--- src/hw/rtl/gtt_pkg.sv ---
// Shared types and constants for the gas resistance trend tracker.
package gtt_pkg;

  // Field widths
  localparam int unsigned TimeW  = 32;
  localparam int unsigned GasW   = 24;
  localparam int unsigned DeltaW = 25;
  localparam int unsigned TrendW = 2;

  // Configuration register indexes
  localparam int unsigned CfgIdxW = 2;
  localparam logic [CfgIdxW-1:0] CFG_PUSH_INTERVAL = 2'd0;
  localparam logic [CfgIdxW-1:0] CFG_TREND_WINDOW  = 2'd1;
  localparam logic [CfgIdxW-1:0] CFG_STABLE_BAND   = 2'd2;

  // Trend codes (two's complement)
  localparam logic [TrendW-1:0] TREND_FLAT = 2'b00;
  localparam logic [TrendW-1:0] TREND_UP   = 2'b01;
  localparam logic [TrendW-1:0] TREND_DOWN = 2'b11;

  // One history ring entry
  typedef struct packed {
    logic [TimeW-1:0] stamp;
    logic [GasW-1:0]  gas;
  } hist_entry_t;

  // Sequencer states
  typedef enum logic [2:0] {
    ST_IDLE,
    ST_CHECK,
    ST_WALK,
    ST_DELTA,
    ST_FINISH
  } seq_state_e;

endpackage

--- src/hw/rtl/gtt_hist.sv ---
// History ring memory: one write port, one registered read port.
module gtt_hist
  import gtt_pkg::*;
#(
  parameter int unsigned Depth = 16,
  parameter int unsigned AddrW = (Depth > 1) ? $clog2(Depth) : 1
) (
  input  logic             clk_i,
  input  logic             wr_en_i,
  input  logic [AddrW-1:0] wr_addr_i,
  input  hist_entry_t      wr_data_i,
  input  logic             rd_en_i,
  input  logic [AddrW-1:0] rd_addr_i,
  output hist_entry_t      rd_data_o
);

  hist_entry_t mem_q [Depth];
  hist_entry_t rd_data_q;

  // Write port
  always_ff @(posedge clk_i) begin
    if (wr_en_i) begin
      mem_q[wr_addr_i] <= wr_data_i;
    end
  end

  // Registered read port
  always_ff @(posedge clk_i) begin
    if (rd_en_i) begin
      rd_data_q <= mem_q[rd_addr_i];
    end
  end

  assign rd_data_o = rd_data_q;

endmodule

--- src/hw/rtl/gtt_alu.sv ---
// Shared subtract-and-compare unit: diff = a - b modulo 2^32, ge = diff >= thr.
module gtt_alu
  import gtt_pkg::*;
(
  input  logic [TimeW-1:0] op_a_i,
  input  logic [TimeW-1:0] op_b_i,
  input  logic [TimeW-1:0] thr_i,
  output logic [TimeW-1:0] diff_o,
  output logic             ge_o
);

  // Wrap-around difference, then unsigned compare against threshold
  assign diff_o = op_a_i - op_b_i;
  assign ge_o   = (diff_o >= thr_i);

endmodule

--- src/hw/rtl/gas_resistance_trend_tracker.sv ---
// Top level: config registers, sequencer, history ring walk and result register.
//
//  Channel   | Signals                          | Word contents (low bit first)
//  ----------+----------------------------------+-----------------------------------------
//  s_axis    | tvalid, tready, tdata[55:0]      | now_ms[31:0], gas_reading[23:0]
//  m_axis    | tvalid, tready, tdata[31:0],tuser| gas_delta[24:0], trend[1:0], pad; tuser: found
//  cfg       | valid, ready, index[1:0], data   | 0 push_interval_ms, 1 trend_window_ms, 2 band
//
// A dropped word (zero reading or interval not elapsed) goes from the check state back to idle.
// A pushed word walks k entries, k = 1..HISTORY_DEPTH, newest to oldest, since the
// ring memory gives one registered read per cycle; the delta and finish states follow.
// Reset sets the config and control registers to defaults and the ring to empty; no clearing pass.
// s_axis_tready_o is high only while idle; a result waits in the output register
// and a new word is accepted meanwhile; a finished result stalls until that register frees.
module gas_resistance_trend_tracker
  import gtt_pkg::*;
#(
  parameter int unsigned HISTORY_DEPTH = 16
) (
  input  logic                  clk_i,
  input  logic                  rst_ni,
  // Input stream: now_ms[31:0], gas_reading[55:32]
  input  logic                  s_axis_tvalid_i,
  output logic                  s_axis_tready_o,
  input  logic [55:0]           s_axis_tdata_i,
  // Output stream: gas_delta[24:0], trend[26:25], zero pad [31:27]
  output logic                  m_axis_tvalid_o,
  input  logic                  m_axis_tready_i,
  output logic [31:0]           m_axis_tdata_o,
  // Output flag: baseline_found[0]
  output logic                  m_axis_tuser_o,
  // Configuration write channel
  input  logic                  cfg_valid_i,
  output logic                  cfg_ready_o,
  input  logic [CfgIdxW-1:0]    cfg_index_i,
  input  logic [31:0]           cfg_data_i
);

  localparam int unsigned AddrW = (HISTORY_DEPTH > 1) ? $clog2(HISTORY_DEPTH) : 1;
  localparam int unsigned CntW  = $clog2(HISTORY_DEPTH + 1);
  localparam logic [AddrW-1:0] LastAddr = AddrW'(HISTORY_DEPTH - 1);
  localparam logic [CntW-1:0]  FullCnt  = CntW'(HISTORY_DEPTH);

  // Configuration registers
  logic [TimeW-1:0] push_ivl_q;
  logic [TimeW-1:0] window_q;
  logic [GasW-1:0]  band_q;

  // Sequencer and ring state
  seq_state_e       state_q, state_d;
  logic [AddrW-1:0] head_q, head_d;
  logic [CntW-1:0]  cnt_q, cnt_d;
  logic [TimeW-1:0] last_push_q, last_push_d;
  logic [AddrW-1:0] ptr_q, ptr_d;
  logic [CntW-1:0]  rd_cnt_q, rd_cnt_d;
  logic             cmp_vld_q, cmp_vld_d;
  logic             found_q, found_d;

  // Item payload
  logic [TimeW-1:0]  now_q, now_d;
  logic [GasW-1:0]   gas_q, gas_d;
  logic [GasW-1:0]   base_q, base_d;
  logic [DeltaW-1:0] delta_q, delta_d;

  // Output register
  logic              out_vld_q, out_vld_d;
  logic [DeltaW-1:0] out_delta_q, out_delta_d;
  logic [TrendW-1:0] out_trend_q, out_trend_d;
  logic              out_found_q, out_found_d;

  // Memory and shared unit hookup
  logic             mem_we, mem_re;
  hist_entry_t      mem_wdata, mem_rdata;
  logic [TimeW-1:0] alu_a, alu_b, alu_thr, alu_diff;
  logic             alu_ge;

  logic             out_free;
  logic             in_acc;
  logic [TrendW-1:0] trend_val;

  assign cfg_ready_o     = 1'b1;
  assign s_axis_tready_o = (state_q == ST_IDLE);
  assign in_acc          = s_axis_tvalid_i & s_axis_tready_o;
  assign out_free        = ~out_vld_q | m_axis_tready_i;

  assign m_axis_tvalid_o = out_vld_q;
  assign m_axis_tdata_o  = {5'd0, out_trend_q, out_delta_q};
  assign m_axis_tuser_o  = out_found_q;

  gtt_hist #(
    .Depth (HISTORY_DEPTH),
    .AddrW (AddrW)
  ) u_hist (
    .clk_i     (clk_i),
    .wr_en_i   (mem_we),
    .wr_addr_i (head_q),
    .wr_data_i (mem_wdata),
    .rd_en_i   (mem_re),
    .rd_addr_i (ptr_q),
    .rd_data_o (mem_rdata)
  );

  gtt_alu u_alu (
    .op_a_i (alu_a),
    .op_b_i (alu_b),
    .thr_i  (alu_thr),
    .diff_o (alu_diff),
    .ge_o   (alu_ge)
  );

  // Write configuration registers
  always_ff @(posedge clk_i or negedge rst_ni) begin
    if (!rst_ni) begin
      push_ivl_q <= 32'd120000;
      window_q   <= 32'd300000;
      band_q     <= 24'd90;
    end else if (cfg_valid_i && cfg_ready_o) begin
      case (cfg_index_i)
        CFG_PUSH_INTERVAL: push_ivl_q <= cfg_data_i;
        CFG_TREND_WINDOW:  window_q   <= cfg_data_i;
        CFG_STABLE_BAND:   band_q     <= cfg_data_i[GasW-1:0];
        default: ;
      endcase
    end
  end

  // Hold control state
  always_ff @(posedge clk_i or negedge rst_ni) begin
    if (!rst_ni) begin
      state_q     <= ST_IDLE;
      head_q      <= '0;
      cnt_q       <= '0;
      last_push_q <= '0;
      cmp_vld_q   <= 1'b0;
      out_vld_q   <= 1'b0;
    end else begin
      state_q     <= state_d;
      head_q      <= head_d;
      cnt_q       <= cnt_d;
      last_push_q <= last_push_d;
      cmp_vld_q   <= cmp_vld_d;
      out_vld_q   <= out_vld_d;
    end
  end

  // Hold payload
  always_ff @(posedge clk_i) begin
    ptr_q       <= ptr_d;
    rd_cnt_q    <= rd_cnt_d;
    found_q     <= found_d;
    now_q       <= now_d;
    gas_q       <= gas_d;
    base_q      <= base_d;
    delta_q     <= delta_d;
    out_delta_q <= out_delta_d;
    out_trend_q <= out_trend_d;
    out_found_q <= out_found_d;
  end

  // Trend against the dead band
  always_comb begin
    trend_val = TREND_FLAT;
    if ($signed(delta_q) > $signed({1'b0, band_q})) begin
      trend_val = TREND_UP;
    end else if ($signed(delta_q) < -$signed({1'b0, band_q})) begin
      trend_val = TREND_DOWN;
    end
  end

  // Sequencer: next state, shared unit operands, memory control
  always_comb begin
    state_d     = state_q;
    head_d      = head_q;
    cnt_d       = cnt_q;
    last_push_d = last_push_q;
    ptr_d       = ptr_q;
    rd_cnt_d    = rd_cnt_q;
    cmp_vld_d   = 1'b0;
    found_d     = found_q;
    now_d       = now_q;
    gas_d       = gas_q;
    base_d      = base_q;
    delta_d     = delta_q;
    out_vld_d   = out_vld_q & ~m_axis_tready_i;
    out_delta_d = out_delta_q;
    out_trend_d = out_trend_q;
    out_found_d = out_found_q;
    mem_we      = 1'b0;
    mem_re      = 1'b0;
    mem_wdata   = '{stamp: now_q, gas: gas_q};
    alu_a       = now_q;
    alu_b       = last_push_q;
    alu_thr     = push_ivl_q;

    case (state_q)
      ST_IDLE: begin
        // Take a new word
        if (in_acc) begin
          now_d   = s_axis_tdata_i[TimeW-1:0];
          gas_d   = s_axis_tdata_i[TimeW +: GasW];
          state_d = ST_CHECK;
        end
      end

      ST_CHECK: begin
        // Drop invalid readings and pushes inside the interval
        if (gas_q == '0) begin
          state_d = ST_IDLE;
        end else if (last_push_q != '0 && !alu_ge) begin
          state_d = ST_IDLE;
        end else begin
          mem_we      = 1'b1;
          last_push_d = now_q;
          head_d      = (head_q == LastAddr) ? '0 : head_q + 1'b1;
          if (cnt_q != FullCnt) begin
            cnt_d = cnt_q + 1'b1;
          end
          ptr_d    = head_q;
          rd_cnt_d = '0;
          found_d  = 1'b0;
          state_d  = ST_WALK;
        end
      end

      ST_WALK: begin
        // Issue one read per cycle, newest to oldest
        alu_b   = mem_rdata.stamp;
        alu_thr = window_q;
        if (rd_cnt_q != cnt_q) begin
          mem_re    = 1'b1;
          ptr_d     = (ptr_q == '0) ? LastAddr : ptr_q - 1'b1;
          rd_cnt_d  = rd_cnt_q + 1'b1;
          cmp_vld_d = 1'b1;
        end
        // Check the entry read last cycle
        if (cmp_vld_q) begin
          if (alu_ge) begin
            found_d   = 1'b1;
            base_d    = mem_rdata.gas;
            cmp_vld_d = 1'b0;
            state_d   = ST_DELTA;
          end else if (rd_cnt_q == cnt_q) begin
            state_d = ST_DELTA;
          end
        end
      end

      ST_DELTA: begin
        // Signed difference through the shared unit
        alu_a   = {{(TimeW-GasW){1'b0}}, gas_q};
        alu_b   = {{(TimeW-GasW){1'b0}}, base_q};
        alu_thr = '0;
        delta_d = found_q ? alu_diff[DeltaW-1:0] : '0;
        state_d = ST_FINISH;
      end

      ST_FINISH: begin
        // Load the output register once it frees
        if (out_free) begin
          out_vld_d   = 1'b1;
          out_delta_d = delta_q;
          out_trend_d = trend_val;
          out_found_d = found_q;
          state_d     = ST_IDLE;
        end
      end

      default: begin
        state_d = ST_IDLE;
      end
    endcase
  end

endmodule

--- config.mk ---
export PLATFORM = sky130hd
export DESIGN_NAME = gas_resistance_trend_tracker
export DESIGN_NICKNAME = d
export VERILOG_FILES = /design/src/hw/rtl/gtt_pkg.sv /design/src/hw/rtl/gtt_hist.sv /design/src/hw/rtl/gtt_alu.sv /design/src/hw/rtl/gas_resistance_trend_tracker.sv
export SDC_FILE = /design/constraint.sdc
export NUM_CORES = 1
export LEC_CHECK = 0
export CORE_UTILIZATION = 40
export DETAILED_ROUTE_END_ITERATION = 7
export DONT_BUFFER_PORTS = 1
export HOLD_SLACK_MARGIN = 0.08
export MAX_ROUTING_LAYER = met4
export PLACE_DENSITY = 0.58
export SETUP_SLACK_MARGIN = 0.02
export SLEW_MARGIN = 20
export SYNTH_ARGS = -nofsm -noshare
export SYNTH_HDL_FRONTEND = slang
export SYNTH_HIERARCHICAL = 1
export SYNTH_SLANG_ARGS = --single-unit
--- constraint.sdc ---
create_clock -name clk_i -period 12.6 [get_ports clk_i]
set_input_delay 0 -clock clk_i [delete_from_list [all_inputs] [get_ports clk_i]]
set_output_delay 0 -clock clk_i [all_outputs]
set_load 0.1 [all_outputs]
=== Yosys cells after proc, flatten, opt, wreduce, memory -nomap -nowiden ===
Memories as Yosys holds them, arrays and structs flattened. A register that Yosys moved wholly into a read port is not among the register bits.
Index checks and enable logic that the tools add are counted.

* Register bits: 277
* Memory bits (writable): 896
* Input port bits: 95
* Logic and storage cells: 112
* Memories kept: 1

* $add $sub $neg: 6
* Order comparisons: 3
* Equality and inequality tests: 18
* Muxes and demuxes: 39
* Bitwise gates (word level): 7
* Reductions and logical operators: 19

{| class="wikitable"
|+ Memories
! memory !! depth !! width !! read ports !! clocked after Yosys merged registers in !! wr ports !! line !! RTL
|-
| u_hist.mem_q || 16 || 56 || 1 || 1 || 1 || gtt_hist.sv:17 || <nowiki>hist_entry_t mem_q [Depth];</nowiki>
|}

{| class="wikitable"
|+ Operators by type and width
! operator !! count
|-
| $pmux W32 S2 || 2
|-
| $ge A32 B32 Y1 || 1
|-
| $mux W32 || 1
|-
| $reduce_bool A32 Y1 || 1
|-
| $sub A32 B32 Y32 || 1
|-
| $gt A25 B25 Y1 || 1
|-
| $lt A25 B25 Y1 || 1
|-
| $neg A24 Y25 || 1
|-
| $logic_not A24 Y1 || 1
|-
| $mux W4 || 5
|-
| $mux W1 || 16
|-
| $mux W3 || 5
|-
| $mux W5 || 3
|-
| $pmux W3 S5 || 1
|-
| $ne A2 B2 Y1 const B || 6
|-
| $reduce_and A4 Y1 || 3
|-
| $add A5 B1 Y5 const B || 2
|-
| $pmux W5 S2 || 1
|-
| $reduce_and A2 Y1 || 5
|-
| $pmux W4 S2 || 1
|-
| $eq A3 B2 Y1 const B || 2
|-
| $mux W2 || 3
|-
| $reduce_and A3 Y1 || 2
|-
| $eq A5 B5 Y1 || 1
|-
| other kinds (22) || 26
|}

=== Depth between registers and ports, before layout ===
* Word-level depth: 11
* Gate-level depth with buffers: 28
* Gate-level depth less buffers: 22

=== Cells and area by module ===
The synthesis kept the hierarchy.

{| class="wikitable"
|+ Modules (own cells, without submodules)
! module !! times used !! cells each !! area each (sq um) !! sequential area each (sq um)
|-
| gtt_hist || 1 || 1445 || 35238.8 || 28587.4
|-
| gas_resistance_trend_tracker || 1 || 931 || 12758.5 || 7671.1
|-
| gtt_alu || 1 || 416 || 2834.0 || 0.0
|}

=== Worst setup path before layout ===
Ideal clock, no wire load.

* Path type: register to register
* Start: reg state_q[0]
* End: mem u_hist/mem_q[0][0] in the netlist's numbering, enable pin
* Setup time: 0.539 ns
* Arrival time: 8.972 ns
* Data required time: 12.061 ns
* Setup slack: 3.089 ns
* Stages on the path, launching flop included: 23
* Buffers on the path: 5
* Period minus slack after synthesis: 9.511 ns
* Path through: dfrtp_1 > clkbuf_1 > nand3b_1 > clkbuf_1 > mux2_2 > ha_1 > buf_2 > and4_1 > and2_1 > a221oi_1 > and2_1 > a21boi_2 > xor2_1 > ha_1 > nand4_1 > nor2_1 > nand2_1 > o21ai_0 > o221a_2 > clkbuf_1 > clkbuf_1 > or3b_2 > nor3_1

* Longest elaborated chain between the ends: 11
* Elaborated cells between the ends (all ways): 15

{| class="wikitable"
|+ Ends and longest elaborated chain
! element !! line !! RTL
|-
| start: declaration || gas_resistance_trend_tracker.sv:50 || <nowiki>seq_state_e state_q, state_d;</nowiki>
|-
| start signal: assignment || gas_resistance_trend_tracker.sv:137 || <nowiki>state_q <= state_d;</nowiki>
|-
| $eq A3 B2 Y1 || gas_resistance_trend_tracker.sv:195 || <nowiki>case (state_q)</nowiki>
|-
| $mux W32 || gas_resistance_trend_tracker.sv:195 ||
|-
| via alu_a[16] || gas_resistance_trend_tracker.sv:74 || <nowiki>logic [TimeW-1:0] alu_a, alu_b, alu_thr, alu_diff;</nowiki>
|-
| $sub A32 B32 Y32 || gtt_alu.sv:13 || <nowiki>assign diff_o = op_a_i - op_b_i;</nowiki>
|-
| via alu_diff[28] || gas_resistance_trend_tracker.sv:74 ||
|-
| $ge A32 B32 Y1 || gtt_alu.sv:14 || <nowiki>assign ge_o = (diff_o >= thr_i);</nowiki>
|-
| via alu_ge || gas_resistance_trend_tracker.sv:75 || <nowiki>logic alu_ge;</nowiki>
|-
| $logic_not A1 Y1 || gas_resistance_trend_tracker.sv:209 || <nowiki>end else if (last_push_q != '0 && !alu_ge) begin</nowiki>
|-
| $logic_and A1 B1 Y1 || gas_resistance_trend_tracker.sv:209 ||
|-
| $mux W1 || gas_resistance_trend_tracker.sv:209 ||
|-
| $mux W1 || gas_resistance_trend_tracker.sv:207 || <nowiki>if (gas_q == '0) begin</nowiki>
|-
| $mux W1 || gas_resistance_trend_tracker.sv:195 ||
|-
| via mem_we || gas_resistance_trend_tracker.sv:72 || <nowiki>logic mem_we, mem_re;</nowiki>
|-
| $mux W1 || gtt_hist.sv:22 || <nowiki>if (wr_en_i) begin</nowiki>
|-
| $mux W1 (implied by the code) || gtt_hist.sv:23 || <nowiki>mem_q[wr_addr_i] <= wr_data_i;</nowiki>
|-
| end: declaration || gtt_hist.sv:17 ||
|}

The timed path passes the listed nets, and every way through them passes these cells.

=== Worst setup path after layout ===
* Start: reg state_q[0]
* End: mem u_hist/mem_q[0][37] in the netlist's numbering, enable pin

* Longest elaborated chain between the ends: 11
* Elaborated cells between the ends (all ways): 15

{| class="wikitable"
|+ Ends and longest elaborated chain
! element !! line
|-
| $eq A3 B2 Y1 || gas_resistance_trend_tracker.sv:195
|-
| $mux W32 || gas_resistance_trend_tracker.sv:195
|-
| via alu_a[14] || gas_resistance_trend_tracker.sv:74
|-
| $sub A32 B32 Y32 || gtt_alu.sv:13
|-
| via alu_diff[29] || gas_resistance_trend_tracker.sv:74
|-
| $ge A32 B32 Y1 || gtt_alu.sv:14
|-
| via alu_ge || gas_resistance_trend_tracker.sv:75
|-
| $logic_not A1 Y1 || gas_resistance_trend_tracker.sv:209
|-
| $logic_and A1 B1 Y1 || gas_resistance_trend_tracker.sv:209
|-
| $mux W1 || gas_resistance_trend_tracker.sv:209
|-
| $mux W1 || gas_resistance_trend_tracker.sv:207
|-
| $mux W1 || gas_resistance_trend_tracker.sv:195
|-
| $mux W1 || gtt_hist.sv:22
|-
| $mux W1 (implied by the code) || gtt_hist.sv:23
|}

The timed path passes the listed nets, and every way through them passes these cells.

==> report_table.html <==
<table>
<tr><th>Metric</th><th>Value</th></tr>
<tr><th colspan="2">Yosys</th></tr>
<tr><td>Leading cell types by total area after synthesis</td><td>sky130_fd_sc_hd__edfxtp_1 (65%), sky130_fd_sc_hd__mux4_2 (9.9%), sky130_fd_sc_hd__dfrtp_1 (5.7%)</td></tr>
<tr><td>Compound-gate portion of the synthesized area</td><td>5.10%</td></tr>
<tr><td>Parity-gate share of the synthesized area counting xor and xnor cells</td><td>0.982%</td></tr>
<tr><td>Area fraction of the dominant cell type after synthesis</td><td>64.7%</td></tr>
<tr><td>Simple-gate share of the synthesized area</td><td>3.89%</td></tr>
<tr><td>Yosys synthesis warning count</td><td>6</td></tr>
<tr><td>Share of flip-flops with an asynchronous set or reset after synthesis</td><td>10.9%</td></tr>
<tr><td>Synthesized instance count</td><td>2792</td></tr>
<tr><td>Largest family of logic cells by synthesized area</td><td>multiplexers</td></tr>
<tr><td>Flip-flop and latch count after synthesis</td><td>1229</td></tr>
<tr><td>Ys flop type</td><td>sky130_fd_sc_hd__edfxtp_1</td></tr>
<tr><td>Share of synthesized cell area in full adder, half adder and majority cells</td><td>2.94%</td></tr>
<tr><td>Synth cell types</td><td>81</td></tr>
<tr><td>Summed instance area of the synthesized netlist</td><td>50800 um^2</td></tr>
<tr><td>Average cell area after synthesis</td><td>18.2 um^2</td></tr>
<tr><td>Sequential-to-total area share from yosys stat</td><td>71.3%</td></tr>
<tr><td>Count of flip-flops with a built-in enable after synthesis</td><td>1095</td></tr>
<tr><td>Library cell occupying the most area in the post-synthesis netlist</td><td>sky130_fd_sc_hd__edfxtp_1</td></tr>
<tr><td>Mux contribution to synthesized area</td><td>13.7%</td></tr>
<tr><th colspan="2">Cells and area</th></tr>
<tr><td>Number of fill cells</td><td>10600</td></tr>
<tr><td>Footprint of the flip-flops and latches</td><td>36300 um^2</td></tr>
<tr><td>Post-layout net count</td><td>3313</td></tr>
<tr><td>Finished Cell Area</td><td>59600 um^2</td></tr>
<tr><td>Area growth from synthesis to layout</td><td>17.2%</td></tr>
<tr><td>Multi-input combinational cell area</td><td>13700 um^2</td></tr>
<tr><td>Fraction of layout cells with a size suffix above 1</td><td>22.0%</td></tr>
<tr><th colspan="2">Run</th></tr>
<tr><td>Total of max-cap violations</td><td>0</td></tr>
<tr><th colspan="2">STA</th></tr>
<tr><td>Min Hold Slack</td><td>0.127 ns</td></tr>
<tr><td>Number of hold-slack violations in the final timing report</td><td>0</td></tr>
<tr><td>Rel. slew slack</td><td>27.1%</td></tr>
<tr><td>Setup slack after layout</td><td>4.26 ns</td></tr>
<tr><td>Setup TNS Final</td><td>0 ns</td></tr>
<tr><td>Post-layout minimum cycle time</td><td>8.34 ns</td></tr>
<tr><td>Highest attainable clock frequency</td><td>120 MHz</td></tr>
<tr><td>Worst-case clock skew</td><td>0.0252 ns</td></tr>
<tr><td>RSZ-0062 raised after global routing</td><td>no</td></tr>
<tr><td>Worst Max-Slew Pin Slew</td><td>1.09 ns</td></tr>
<tr><td>Count of final max-slew check failures</td><td>0</td></tr>
<tr><td>Finish-stage setup viols</td><td>0</td></tr>
<tr><td>Final period utilization</td><td>66.2%</td></tr>
<tr><th colspan="2">Die</th></tr>
<tr><td>Die H</td><td>358 um</td></tr>
<tr><td>Die X-Extent</td><td>358 um</td></tr>
<tr><td>Effective utilization at floorplan</td><td>40.4%</td></tr>
<tr><td>Count of boundary I/O pins</td><td>131</td></tr>
<tr><td>Core region area</td><td>126000 um^2</td></tr>
<tr><td>Placement Rows</td><td>130</td></tr>
<tr><td>Area of the die</td><td>129000 um^2</td></tr>
<tr><th colspan="2">Placement</th></tr>
<tr><td>Placed cell areas</td><td>53000 um^2</td></tr>
<tr><td>DP Worst Slack</td><td>4.19 ns</td></tr>
<tr><td>Placed wire-length estimate after detailed placement</td><td>76000 um</td></tr>
<tr><td>Final weighted congestion in routability-driven placement</td><td>0.867</td></tr>
<tr><td>Port-buffer cells</td><td>0</td></tr>
<tr><th colspan="2">Clock network</th></tr>
<tr><td>Clock Pin Slew Worst Setup and Hold Paths</td><td>0.06 ns</td></tr>
<tr><td>Number of buffers on the longest clock path</td><td>3</td></tr>
<tr><td>Number of gates resized after CTS</td><td>0</td></tr>
<tr><td>Clock root buffer</td><td>sky130_fd_sc_hd__clkbuf_16</td></tr>
<tr><td>CTS tree</td><td>yes</td></tr>
<tr><td>Clock H-tree levels</td><td>4</td></tr>
<tr><td>Skew-Pair Late Insertion Delay</td><td>0.76 ns</td></tr>
<tr><td>Number of sinks on the clock net</td><td>1229</td></tr>
<tr><td>Inserted Clock Buffers</td><td>135</td></tr>
<tr><th colspan="2">Global route</th></tr>
<tr><td>Gr ovfl total</td><td>0</td></tr>
<tr><td>Pin count of the biggest net entering global routing</td><td>124</td></tr>
<tr><td>Total global-route track usage</td><td>20.4%</td></tr>
<tr><td>Via count of the first global-routing pass</td><td>28100</td></tr>
<tr><td>Wire length of the first global-routing pass</td><td>186000 um</td></tr>
<tr><td>Number of antenna violations at the first check in global routing</td><td>4</td></tr>
<tr><th colspan="2">Detailed routing</th></tr>
<tr><td>Residual DRC</td><td>0</td></tr>
<tr><td>DR iter-0 viols</td><td>2359</td></tr>
<tr><td>Via total after detailed routing</td><td>27000</td></tr>
<tr><td>Routed WL</td><td>125000 um</td></tr>
<tr><td>Antenna Nets Post-Route</td><td>0</td></tr>
<tr><td>Mean number of vias per cell</td><td>5.56</td></tr>
<tr><td>Final routed wire length divided by cell count</td><td>25.8 um</td></tr>
<tr><td>First-pass DRT Iterations</td><td>5</td></tr>
<tr><th colspan="2">Outcome</th></tr>
<tr><td>Status</td><td>finished, final reports clean</td></tr>
<tr><th colspan="2">Min path</th></tr>
<tr><td>Hold Path Class</td><td>in2reg</td></tr>
<tr><th colspan="2">Pwr</th></tr>
<tr><td>Leak pwr</td><td>0.0204 uW</td></tr>
<tr><td>Power per cell area</td><td>247 nW/um^2</td></tr>
<tr><td>Largest voltage drop on the vdd net</td><td>0.167 mV</td></tr>
<tr><td>Pwr Total</td><td>14700 uW</td></tr>
<tr><th colspan="2">Setup path</th></tr>
<tr><td>Worst Setup Start Kind</td><td>register</td></tr>
<tr><td>Arrival time of data at the critical path endpoint</td><td>8.71 ns</td></tr>
<tr><td>Required time reported for the critical path endpoint</td><td>12.97 ns</td></tr>
<tr><td>Start-to-end type of the worst setup path</td><td>reg2reg</td></tr>
<tr><td>Capturing element type of the critical path</td><td>register</td></tr>
<tr><td>CP max FO</td><td>50</td></tr>
</table>
==> repair_timing <==
item / in CTS / in global routing
endpoints found under the hold margin: 291 / 0
hold buffers: 217 / 0
buffers inserted: 0 / 0
==> worst paths after layout <==
kind                            slack (ns)  cells after the start                       endpoint                      startpoint
worst min-delay path                  0.13                      3      m_axis_tvalid_o$_DFF_PN0_                 m_axis_tready_i
worst max register to register        4.26                     20  u_hist/mem_q[0][37]$_DFFE_PP_          state_q[0]$_DFFE_PN0P_
min in group asynchronous             0.53                      3     push_ivl_q[10]$_DFFE_PN1P_                          rst_ni
worst min register to register        0.42                      0           base_q[11]$_DFFE_PP_  u_hist/rd_data_o[11]$_DFFE_PP_
max in group asynchronous            11.40                      4    last_push_q[17]$_DFFE_PN0P_                          rst_ni
worst max-delay path                  4.26                     20  u_hist/mem_q[0][37]$_DFFE_PP_          state_q[0]$_DFFE_PN0P_
==> power breakdown <==
part           total (uW)  internal [uW]  leakage, uW  switching, uW
registers            5750           5260       0.0115            492
clock network        3850           2270      0.00211           1580
logic                5130           2160      0.00683           2980
==> critical path: stages (launching register included) <==
cell and delay, ns:
sky130_fd_sc_hd__dfrtp_2 0.98, sky130_fd_sc_hd__nand3b_1 0.33, sky130_fd_sc_hd__buf_4 0.35, sky130_fd_sc_hd__mux2_2 0.33, sky130_fd_sc_hd__ha_1 0.45, sky130_fd_sc_hd__a21oi_1 0.20
sky130_fd_sc_hd__o21ai_0 0.20, sky130_fd_sc_hd__nor3b_1 0.48, sky130_fd_sc_hd__o211a_1 0.23, sky130_fd_sc_hd__nor4_1 0.04, sky130_fd_sc_hd__a211oi_1 0.39, sky130_fd_sc_hd__ha_1 0.22
sky130_fd_sc_hd__nand4_1 0.12, sky130_fd_sc_hd__nor2_1 0.17, sky130_fd_sc_hd__nand2_1 0.07, sky130_fd_sc_hd__o21ai_0 0.49, sky130_fd_sc_hd__o221a_2 0.29, sky130_fd_sc_hd__buf_4 0.51
sky130_fd_sc_hd__or3b_2 0.62, sky130_fd_sc_hd__nor3_2 0.50, sky130_fd_sc_hd__buf_4 0.82
==> layout by cell type (no fill, tap or decap), types with 14 or more instances in the layout <==
master                             n
sky130_fd_sc_hd__clkinv_2         17
sky130_fd_sc_hd__nand2b_1         15
sky130_fd_sc_hd__clkbuf_16       142
sky130_fd_sc_hd__inv_1           106
sky130_fd_sc_hd__a22o_1           41
sky130_fd_sc_hd__nand4_1          24
sky130_fd_sc_hd__a21o_1           28
sky130_fd_sc_hd__nor4_1           21
sky130_fd_sc_hd__mux2i_1          24
sky130_fd_sc_hd__o21ai_0          58
sky130_fd_sc_hd__buf_4            68
sky130_fd_sc_hd__dfrtp_1         114
sky130_fd_sc_hd__clkbuf_1         39
sky130_fd_sc_hd__mux4_2          224
sky130_fd_sc_hd__edfxtp_1       1095
sky130_fd_sc_hd__clkinv_1         20
sky130_fd_sc_hd__nand3_1          17
sky130_fd_sc_hd__dlygate4sd3_1   215
sky130_fd_sc_hd__mux2_2          148
sky130_fd_sc_hd__and2_1           36
sky130_fd_sc_hd__nand2_1         145
sky130_fd_sc_hd__nor2_4           14
sky130_fd_sc_hd__ha_1            118
sky130_fd_sc_hd__a22oi_1         112
sky130_fd_sc_hd__dfstp_2          19
sky130_fd_sc_hd__xor2_1           15
sky130_fd_sc_hd__nor2_1           49
sky130_fd_sc_hd__xnor2_1          42
sky130_fd_sc_hd__a21oi_1          53
==> cell usage after synthesis, drive strengths merged (3+ instances only) <==
| cell | n |
|---|---|
| edfxtp | 1095 |
| mux4 | 224 |
| mux2 | 148 |
| nand2 | 145 |
| ha | 118 |
| dfrtp | 115 |
| a22oi | 112 |
| inv | 107 |
| clkbuf | 79 |
| nor2 | 63 |
| o21ai | 63 |
| a21oi | 56 |
| buf | 45 |
| xnor2 | 42 |
| a22o | 41 |
| and2 | 38 |
| a21o | 28 |
| mux2i | 24 |
| nand4 | 24 |
| nor4 | 22 |
| dfstp | 19 |
| nor3 | 19 |
| nand3 | 17 |
| nand2b | 16 |
| xor2 | 15 |
| and3 | 11 |
| a211oi | 9 |
| nor2b | 9 |
| a31oi | 8 |
| nand3b | 6 |
| o211ai | 6 |
| o2111ai | 5 |
| or3 | 5 |
| nor3b | 4 |
| o21bai | 4 |
| o31ai | 4 |
| a211o | 3 |
| a21boi | 3 |
| a311oi | 3 |
| a31o | 3 |
| o21a | 3 |
| or4 | 3 |
==> state kept, by name (all words and copies together) (netlist names), 3 cells and up <==
signal	count
now_q	32
cnt_q	5
rd_cnt_q	5
base_q	24
ptr_q	4
delta_q	25
band_q	24
last_push_q	32
window_q	32
gas_q	24
u_hist/mem_q	896
out_delta_q	25
push_ivl_q	32
u_hist/rd_data_o	56
state_q	3
head_q	4
==> through the flow <==
stage                     utilization [%]  cells
after global routing                 47.3   4859
after detailed placement             42.1   4395
after floorplan                         -   2796
after CTS                            47.3   4857
after global placement               42.1   4394
final                                47.3   4860
==> cell families after synthesis <==
logic type	after synthesis
flip-flops	1229
multiplexers	396
AND/OR/NAND/NOR	392
AO/OA/AOI/OAI	366
buffers and inverters	231
adder cells (fa/ha/maj)	119
XOR/XNOR	57
other	2
==> routing by layer <==
metal	up-vias	global-route usage [%]	part of all wire, %
met2	797	33.2	50
met3	188	3.25	5.1
li1	11800	-	-
met1	14200	26.8	43
met4	0	5.33	2.1
met5	-	-	0
==> area by class of cell <==
| class | instances | area share (%) |
|---|---|---|
| Multi-Input combinational cell | 1336 | 23.0 |
| Tap cell | 1650 | 3.46 |
| Inverter | 107 | 0.674 |
| Clock inverter | 62 | 1.01 |
| Clock buffer | 183 | 6.26 |
| Antenna cell | 3 | 0.0126 |
| Timing Repair Buffer | 290 | 4.74 |
| Sequential cell | 1229 | 60.9 |
(Power assumes the default switching activity.)
